<file path="config.mk">
export PLATFORM = sky130hd
export DESIGN_NAME = functional_map_cycle_finder_top
export DESIGN_NICKNAME = d
export VERILOG_FILES = /design/src/rtl/fmcf_pkg.sv /design/src/rtl/fmcf_ram.sv /design/src/rtl/functional_map_cycle_finder_top.sv
export SDC_FILE = /design/constraint.sdc
export NUM_CORES = 1
export LEC_CHECK = 0
export BUFFER_PORTS_ARGS = -buffer_cell sky130_fd_sc_hd__buf_2
export CAP_MARGIN = 20
export CELL_PAD_IN_SITES_DETAIL_PLACEMENT = 0
export CELL_PAD_IN_SITES_GLOBAL_PLACEMENT = 1
export CORE_ASPECT_RATIO = 1.4
export CORE_MARGIN = 8
export CORE_UTILIZATION = 40
export DETAILED_ROUTE_END_ITERATION = 8
export HOLD_SLACK_MARGIN = 0.05
export PLACE_DENSITY_LB_ADDON = 0.3
export SYNTH_ARGS = -nofsm -noshare
export SYNTH_HDL_FRONTEND = slang
export SYNTH_SLANG_ARGS = --single-unit
</file>
<file path="constraint.sdc">
create_clock -name clk -period 2.6 [get_ports clk]
set_input_delay 0.39 -clock clk [delete_from_list [all_inputs] [get_ports clk]]
set_output_delay 0.39 -clock clk [all_outputs]
set_load 0.005 [all_outputs]
</file>
<file path="src/rtl/fmcf_pkg.sv">
// shared types and constants for the functional map cycle finder
// no dependencies; used by functional_map_cycle_finder_top, cycle_key_checker and tb_top
`default_nettype none

package fmcf_pkg;

    localparam int KEYS   = 16;
    localparam int KEY_W  = $clog2(KEYS);
    localparam int STEP_W = $clog2(KEYS + 1);

    // operation codes of an input transaction; the fourth code is ignored
    typedef enum logic [1:0] {
        OP_SET    = 2'd0,
        OP_REMOVE = 2'd1,
        OP_EVAL   = 2'd2
    } op_t;

    typedef struct packed {
        logic [1:0]       operation;
        logic [KEY_W-1:0] entry_key;
        logic [KEY_W-1:0] entry_value;
    } item_t;

    typedef struct packed {
        logic [KEY_W-1:0] cyclic_key;
        logic             none_found;
        logic             last_result;
    } result_t;

    typedef enum logic [2:0] {
        ST_IDLE,
        ST_START,
        ST_STEP,
        ST_PUSH,
        ST_NEXT,
        ST_FINISH
    } fsm_state_t;

endpackage

`default_nettype wire

</file>
<file path="src/rtl/fmcf_ram.sv">
// generic simple dual port ram, one write port and one registered read port
// no dependencies
`default_nettype none

module fmcf_ram #(
    parameter int WIDTH = 4,
    parameter int DEPTH = 16
) (
    input  wire logic                     clk,
    input  wire logic                     wr_en,
    input  wire logic [$clog2(DEPTH)-1:0] wr_addr,
    input  wire logic [WIDTH-1:0]         wr_data,
    input  wire logic [$clog2(DEPTH)-1:0] rd_addr,
    output logic      [WIDTH-1:0]         rd_data
);

    logic [WIDTH-1:0] mem [DEPTH];

    always_ff @(posedge clk)
    begin
        if (wr_en)
        begin
            mem[wr_addr] <= wr_data;
        end
        rd_data <= mem[rd_addr];
    end

endmodule

`default_nettype wire

</file>
<file path="src/rtl/functional_map_cycle_finder_top.sv">
// top level of the functional map cycle finder: control, valid bits, output register
// depends on fmcf_pkg and fmcf_ram
//
//   channel  | dir | payload   | handshake
//   ---------+-----+-----------+-------------------------------------
//   item     | in  | item_t    | item_valid / item_stall
//   result   | out | result_t  | result_valid / result_stall
//
// set and remove transactions are applied in idle, and the block stays idle
// an evaluate walks each start key one step per cycle through the successor ram
// (registered read feeds the next address directly) until it meets an unmapped
// key or has passed enough mapped checks to prove a cycle
// reset clears the mapped bits at once; the successor ram needs no clearing pass
// items are taken only while idle; result stalls hold the walk at the next emit
`default_nettype none

module functional_map_cycle_finder_top (
    input  wire logic              clk,
    input  wire logic              rst_n,
    input  wire logic              item_valid,
    output logic                   item_stall,
    input  wire fmcf_pkg::item_t   item,
    output logic                   result_valid,
    input  wire logic              result_stall,
    output fmcf_pkg::result_t      result
);

    import fmcf_pkg::*;

    fsm_state_t        state_reg, state_next;
    logic [KEYS-1:0]   mapped_reg, mapped_next;
    logic [KEY_W-1:0]  key_reg, key_next;      // start key of the current walk
    logic [STEP_W-1:0] step_reg, step_next;    // mapped checks passed so far
    logic [KEY_W-1:0]  pend_reg, pend_next;    // last cyclic key not yet emitted
    logic              pend_valid_reg, pend_valid_next;
    logic              result_valid_reg, result_valid_next;
    result_t           result_reg, result_next;

    logic              item_accept;
    logic              out_free;
    logic [KEY_W-1:0]  walk_key;
    logic              walk_hit;
    logic              ram_wr_en;
    logic [KEY_W-1:0]  ram_rd_data;

    assign item_stall   = (state_reg != ST_IDLE);
    assign item_accept  = item_valid && !item_stall;
    assign result_valid = result_valid_reg;
    assign result       = result_reg;

    // output slot can take a new transaction this cycle
    assign out_free = !result_valid_reg || !result_stall;

    // walk address: the start key on entry, otherwise the successor just read
    assign walk_key = (state_reg == ST_START) ? key_reg : ram_rd_data;
    assign walk_hit = mapped_reg[walk_key];

    // writes happen only in idle and read data is used only during a walk, so no read
    // that the walk uses overlaps a write to the same entry of the single ram
    assign ram_wr_en = item_accept && (item.operation == OP_SET);

    fmcf_ram #(
        .WIDTH (KEY_W),
        .DEPTH (KEYS)
    ) u_successor_ram (
        .clk     (clk),
        .wr_en   (ram_wr_en),
        .wr_addr (item.entry_key),
        .wr_data (item.entry_value),
        .rd_addr (walk_key),
        .rd_data (ram_rd_data)
    );

    // next state
    always_comb
    begin
        state_next = state_reg;
        unique case (state_reg)
            ST_IDLE:
            begin
                if (item_accept && (item.operation == OP_EVAL))
                begin
                    state_next = ST_START;
                end
            end
            ST_START:
            begin
                state_next = walk_hit ? ST_STEP : ST_NEXT;
            end
            ST_STEP:
            begin
                if (!walk_hit)
                begin
                    state_next = ST_NEXT;
                end
                else if (step_reg == STEP_W'(KEYS))
                begin
                    state_next = ST_PUSH;
                end
            end
            ST_PUSH:
            begin
                if (!pend_valid_reg || out_free)
                begin
                    state_next = ST_NEXT;
                end
            end
            ST_NEXT:
            begin
                state_next = (key_reg == KEY_W'(KEYS - 1)) ? ST_FINISH : ST_START;
            end
            ST_FINISH:
            begin
                if (out_free)
                begin
                    state_next = ST_IDLE;
                end
            end
            default:
            begin
                state_next = ST_IDLE;
            end
        endcase
    end

    // datapath and outputs
    always_comb
    begin
        mapped_next       = mapped_reg;
        key_next          = key_reg;
        step_next         = step_reg;
        pend_next         = pend_reg;
        pend_valid_next   = pend_valid_reg;
        result_next       = result_reg;
        result_valid_next = result_valid_reg && result_stall;

        unique case (state_reg)
            ST_IDLE:
            begin
                if (item_accept)
                begin
                    case (item.operation)
                        OP_SET:    mapped_next[item.entry_key] = 1'b1;
                        OP_REMOVE: mapped_next[item.entry_key] = 1'b0;
                        OP_EVAL:
                        begin
                            key_next        = '0;
                            pend_valid_next = 1'b0;
                        end
                        default: ;
                    endcase
                end
            end
            ST_START:
            begin
                step_next = STEP_W'(1);
            end
            ST_STEP:
            begin
                step_next = step_reg + 1'b1;
            end
            ST_PUSH:
            begin
                // the previous cyclic key is known not to be last now
                if (!pend_valid_reg || out_free)
                begin
                    if (pend_valid_reg)
                    begin
                        result_valid_next      = 1'b1;
                        result_next.cyclic_key  = pend_reg;
                        result_next.none_found  = 1'b0;
                        result_next.last_result = 1'b0;
                    end
                    pend_next       = key_reg;
                    pend_valid_next = 1'b1;
                end
            end
            ST_NEXT:
            begin
                key_next = key_reg + 1'b1;
            end
            ST_FINISH:
            begin
                if (out_free)
                begin
                    result_valid_next       = 1'b1;
                    result_next.cyclic_key  = pend_valid_reg ? pend_reg : '0;
                    result_next.none_found  = !pend_valid_reg;
                    result_next.last_result = 1'b1;
                    pend_valid_next         = 1'b0;
                end
            end
            default: ;
        endcase
    end

    always_ff @(posedge clk or negedge rst_n)
    begin
        if (!rst_n)
        begin
            state_reg        <= ST_IDLE;
            mapped_reg       <= '0;
            pend_valid_reg   <= 1'b0;
            result_valid_reg <= 1'b0;
        end
        else
        begin
            state_reg        <= state_next;
            mapped_reg       <= mapped_next;
            pend_valid_reg   <= pend_valid_next;
            result_valid_reg <= result_valid_next;
        end
    end

    always_ff @(posedge clk)
    begin
        key_reg    <= key_next;
        step_reg   <= step_next;
        pend_reg   <= pend_next;
        result_reg <= result_next;
    end

    // an evaluate transaction always starts a walk on the next cycle
    a_eval_starts: assert property (@(posedge clk) disable iff (!rst_n)
        item_accept && (item.operation == OP_EVAL) |=> state_reg == ST_START)
        else $error("evaluate did not start a walk");

    // a walk step always follows at least one passed mapped check
    a_step_count: assert property (@(posedge clk) disable iff (!rst_n)
        state_reg == ST_STEP |-> step_reg != '0)
        else $error("walk step with zero passed checks");

    // no held cyclic key survives past the end of an evaluation
    a_pend_idle: assert property (@(posedge clk) disable iff (!rst_n)
        state_reg == ST_IDLE |-> !pend_valid_reg)
        else $error("pending key left over in idle");

    // a none result is the only and therefore last result, with key zero
    a_none_last: assert property (@(posedge clk) disable iff (!rst_n)
        result_valid_reg && result_reg.none_found |->
            result_reg.last_result && (result_reg.cyclic_key == '0))
        else $error("malformed none result");

endmodule

`default_nettype wire

</file>
==> flow_summary.toml <==
[power]
p_per_area_nw_per_um2 = 1049
clock_power_share_pct = 24.5
seqPwrFrac_pct = 40.2
vdd_ir_drop_max_uv = 447.5
p_leak_uw = 0.002094
p_comb_share_pct = 35.3
p_switching_uw = 2079
switching_share_pct = 35.62
internal_power_uw = 3756

[cells_and_area]
fill_cells = 1135
area_growth_pct = 12.67
drive_gt1_share_pct = 15.98
multi_input_area_um2 = 1699
seqCellArea_um2 = 3098
nets = 450
num_antenna_cells = 0

[setup_path]
start_kind = "flop"
cp_max_fo = 12
worstSetupEndpointType = "flop"
critPathKind = "flop to flop"
required_ns = 2.62
worst_ep_arrival_time_ns = 2.47

[yosys]
avgSynthCellArea_um2 = 12.04
ys_ff_latch = 108
synthFlopType = "edfxtp_1"
ys_types = 55
synth-async-reset-ratio_pct = 19.44
synth_nets = 427
netlist_instances = 410
synth_edf_count = 83
syn_area_um2 = 4937
synth_warnings = 0
seq_area_frac_synth_pct = 62.75

[run_status]
status = "completed"

[drt]
wl_met3_um = 295
routed-wl-met2_mm = 5.834
routedWlPerCell_um = 17.92
drc = 0
drtAntennaViolNets = 0
finalWirelength_mm = 10.54
drtIter0Drc = 190
dr.pass1.iters = 4
dr.max_layer_used = "met4"
drt-met1-wl_mm = 4.266
vias = 3165
viasPerCell = 5.383

[clock_tree]
htreeDepth = 3
clockBufferDepth = 2
path_clk_slew_ns = 0.07
clk_latency_ns = 0.35
cts_sinks = 108
cts_tree = "built"
cts_buffers = 9
cts_root_buf = "clkbuf_16"

[global_routing]
antenna_found_initial = 0
grt.overflow.total = 0
track_usage_pct = 13.84
grt_max_degree = 29
grt_pass1_wl_mm = 17.11
grt_pass1_vias = 3260

[sta]
relSlewSlack_pct = 61.46
finClkSkew_ns = 0.009537
maxSlewViolCount = 0
fin_setup_tns_ns = 0
fin_ws_ns = 0.1478
fmax_mhz = 407.8
setup_viol = 0
finalCritPeriodShare_pct = 94.31
grt_setup_unrepaired = "false"
hold_viol_final = 0
worst_pin_slew_ns = 0.5760
min_period_ns = 2.452

[flow_run]
drv_cap = 0

[placement]
dp_hpwl_mm = 7.592
place_congestion = 0.7611
place_ws_ns = 0.1683
portBuffers = 21

[min_path]
hp-class = "input pin to flop"

[floorplan]
die_w_um = 109.9
coreArea_um2 = 12190
die_area_um2 = 16200
start_util_pct = 40.50
rows = 48
io_pins = 22
die_h_um = 147.5
## final timing paths
kind	from	endpoint	slack [ns]	cells past startpoint
max in group asynchronous	rst_n	state_reg[0]	1.72	2
min in group asynchronous	rst_n	asynchronous set/reset pin	0.55	2
max	state_reg[0]	u_successor_ram.mem[2][3]	0.15	5
min reg2reg	flop	flop	0.52	2
max reg2reg	state_reg[0]	u_successor_ram.mem[2][3]	0.15	5
min	result_stall	result_valid	0.36	3
## cells in the mapped netlist, drive strengths merged, types with 2 or more instances
| cell type | n | area (µm²) |
|---|---|---|
| a211oi | 2 | 15.01 |
| a21o | 2 | 15.01 |
| a21oi | 8 | 43.79 |
| a221o | 2 | 20.02 |
| a221oi | 2 | 23.77 |
| a22oi | 2 | 15.01 |
| a32oi | 4 | 35.03 |
| and2 | 3 | 18.77 |
| and3 | 3 | 18.77 |
| buf | 13 | 86.33 |
| clkbuf | 10 | 37.54 |
| dfrtp | 21 | 525.5 |
| dfxtp | 4 | 80.08 |
| edfxtp | 83 | 2492 |
| ha | 3 | 37.54 |
| inv | 6 | 22.52 |
| mux2i | 28 | 280.3 |
| mux4 | 2 | 45.04 |
| nand2 | 67 | 251.5 |
| nand2b | 4 | 25.02 |
| nand3 | 17 | 85.08 |
| nor2 | 35 | 131.4 |
| nor2b | 8 | 50.05 |
| nor3 | 3 | 15.01 |
| o21ai | 31 | 158.9 |
| o221ai | 4 | 35.03 |
| o2bb2ai | 2 | 17.52 |
| o31ai | 13 | 112.6 |
| or2 | 4 | 25.02 |
| or3 | 4 | 35.03 |
| or3b | 2 | 20.02 |
| xnor2 | 3 | 26.28 |
| xor2 | 3 | 26.28 |
## layout make-up
class | instances | share of cell area (%)
clock buffer | 9 | 4.049
tap | 150 | 3.374
timing repair buffer | 35 | 4.274
sequential | 108 | 55.69
inverter | 6 | 0.4049
clock inverter | 7 | 1.664
multi-input combinational | 273 | 30.54
## routing by layer
metal	global-route usage (%)	up-vias
met4	4.746	0
met1	15.91	1565
met2	24.47	41
met5	0	-
met3	2.789	8
li1	-	1551
## power by group through the flow
stage / combinational, µW / clock [µW] / sequential [µW]
2_1_floorplan: 1580 / 0 / 2270
3_3_place_gp: 2060 / 0 / 2370
3_5_place_dp: 2090 / 0 / 2380
4_1_cts: 2100 / 1460 / 2340
5_1_grt: 2310 / 1530 / 2380
6_report: 2060 / 1430 / 2340
## worst max-delay path, cell delays in order (launching register included)
cell     delay (ns)
dfrtp_1        0.45
or3_4          0.42
or3b_4         0.43
nor2_1         0.12
nand2_1        0.31
nor2_1         0.39
## cells in the final DEF, fill, tap and decap left out, types with 9 or more instances in the layout
| cell type | n |
|---|---|
| edfxtp_1 | 83 |
| o21ai_1 | 19 |
| o31ai_1 | 10 |
| o21ai_0 | 11 |
| clkbuf_16 | 9 |
| mux2i_1 | 27 |
| nand2_1 | 67 |
| dfrtp_1 | 21 |
| nand3_1 | 17 |
| nor2_1 | 34 |
| buf_2 | 21 |
| buf_4 | 11 |
## repair_timing
item                       in CTS  in global routing
hold endpoints to repair       21                  0
resized for setup               0                  1
hold buffers                    1                  0
setup endpoints to repair       0                  4
buffers inserted                0                  0
## per-stage QoR
stage	area, µm²	util [%]	hold WS, ns	power (µW)	cells
detailed placement	5233	42.92	0.3820	4470	571
global route	5563	45.63	0.3695	6214	588
floorplan	4937	-	0.09441	3853	410
CTS	5560	45.61	0.3428	5902	588
global placement	5233	42.92	0.3832	4435	571
finish	5563	45.63	0.3589	5835	588
## logic make-up after synthesis
logic type / after synthesis / synth area share, %
AOI/OAI and AO/OA: 77 / 10.82
xor gates and xnor gates: 6 / 1.065
adders and majority gates: 3 / 0.7603
buffers and inverters: 29 / 2.965
DFF: 108 / 62.75
muxes: 31 / 6.817
and+or+nand+nor: 156 / 14.83
Note: power is estimated with default switching activity, not from simulation.
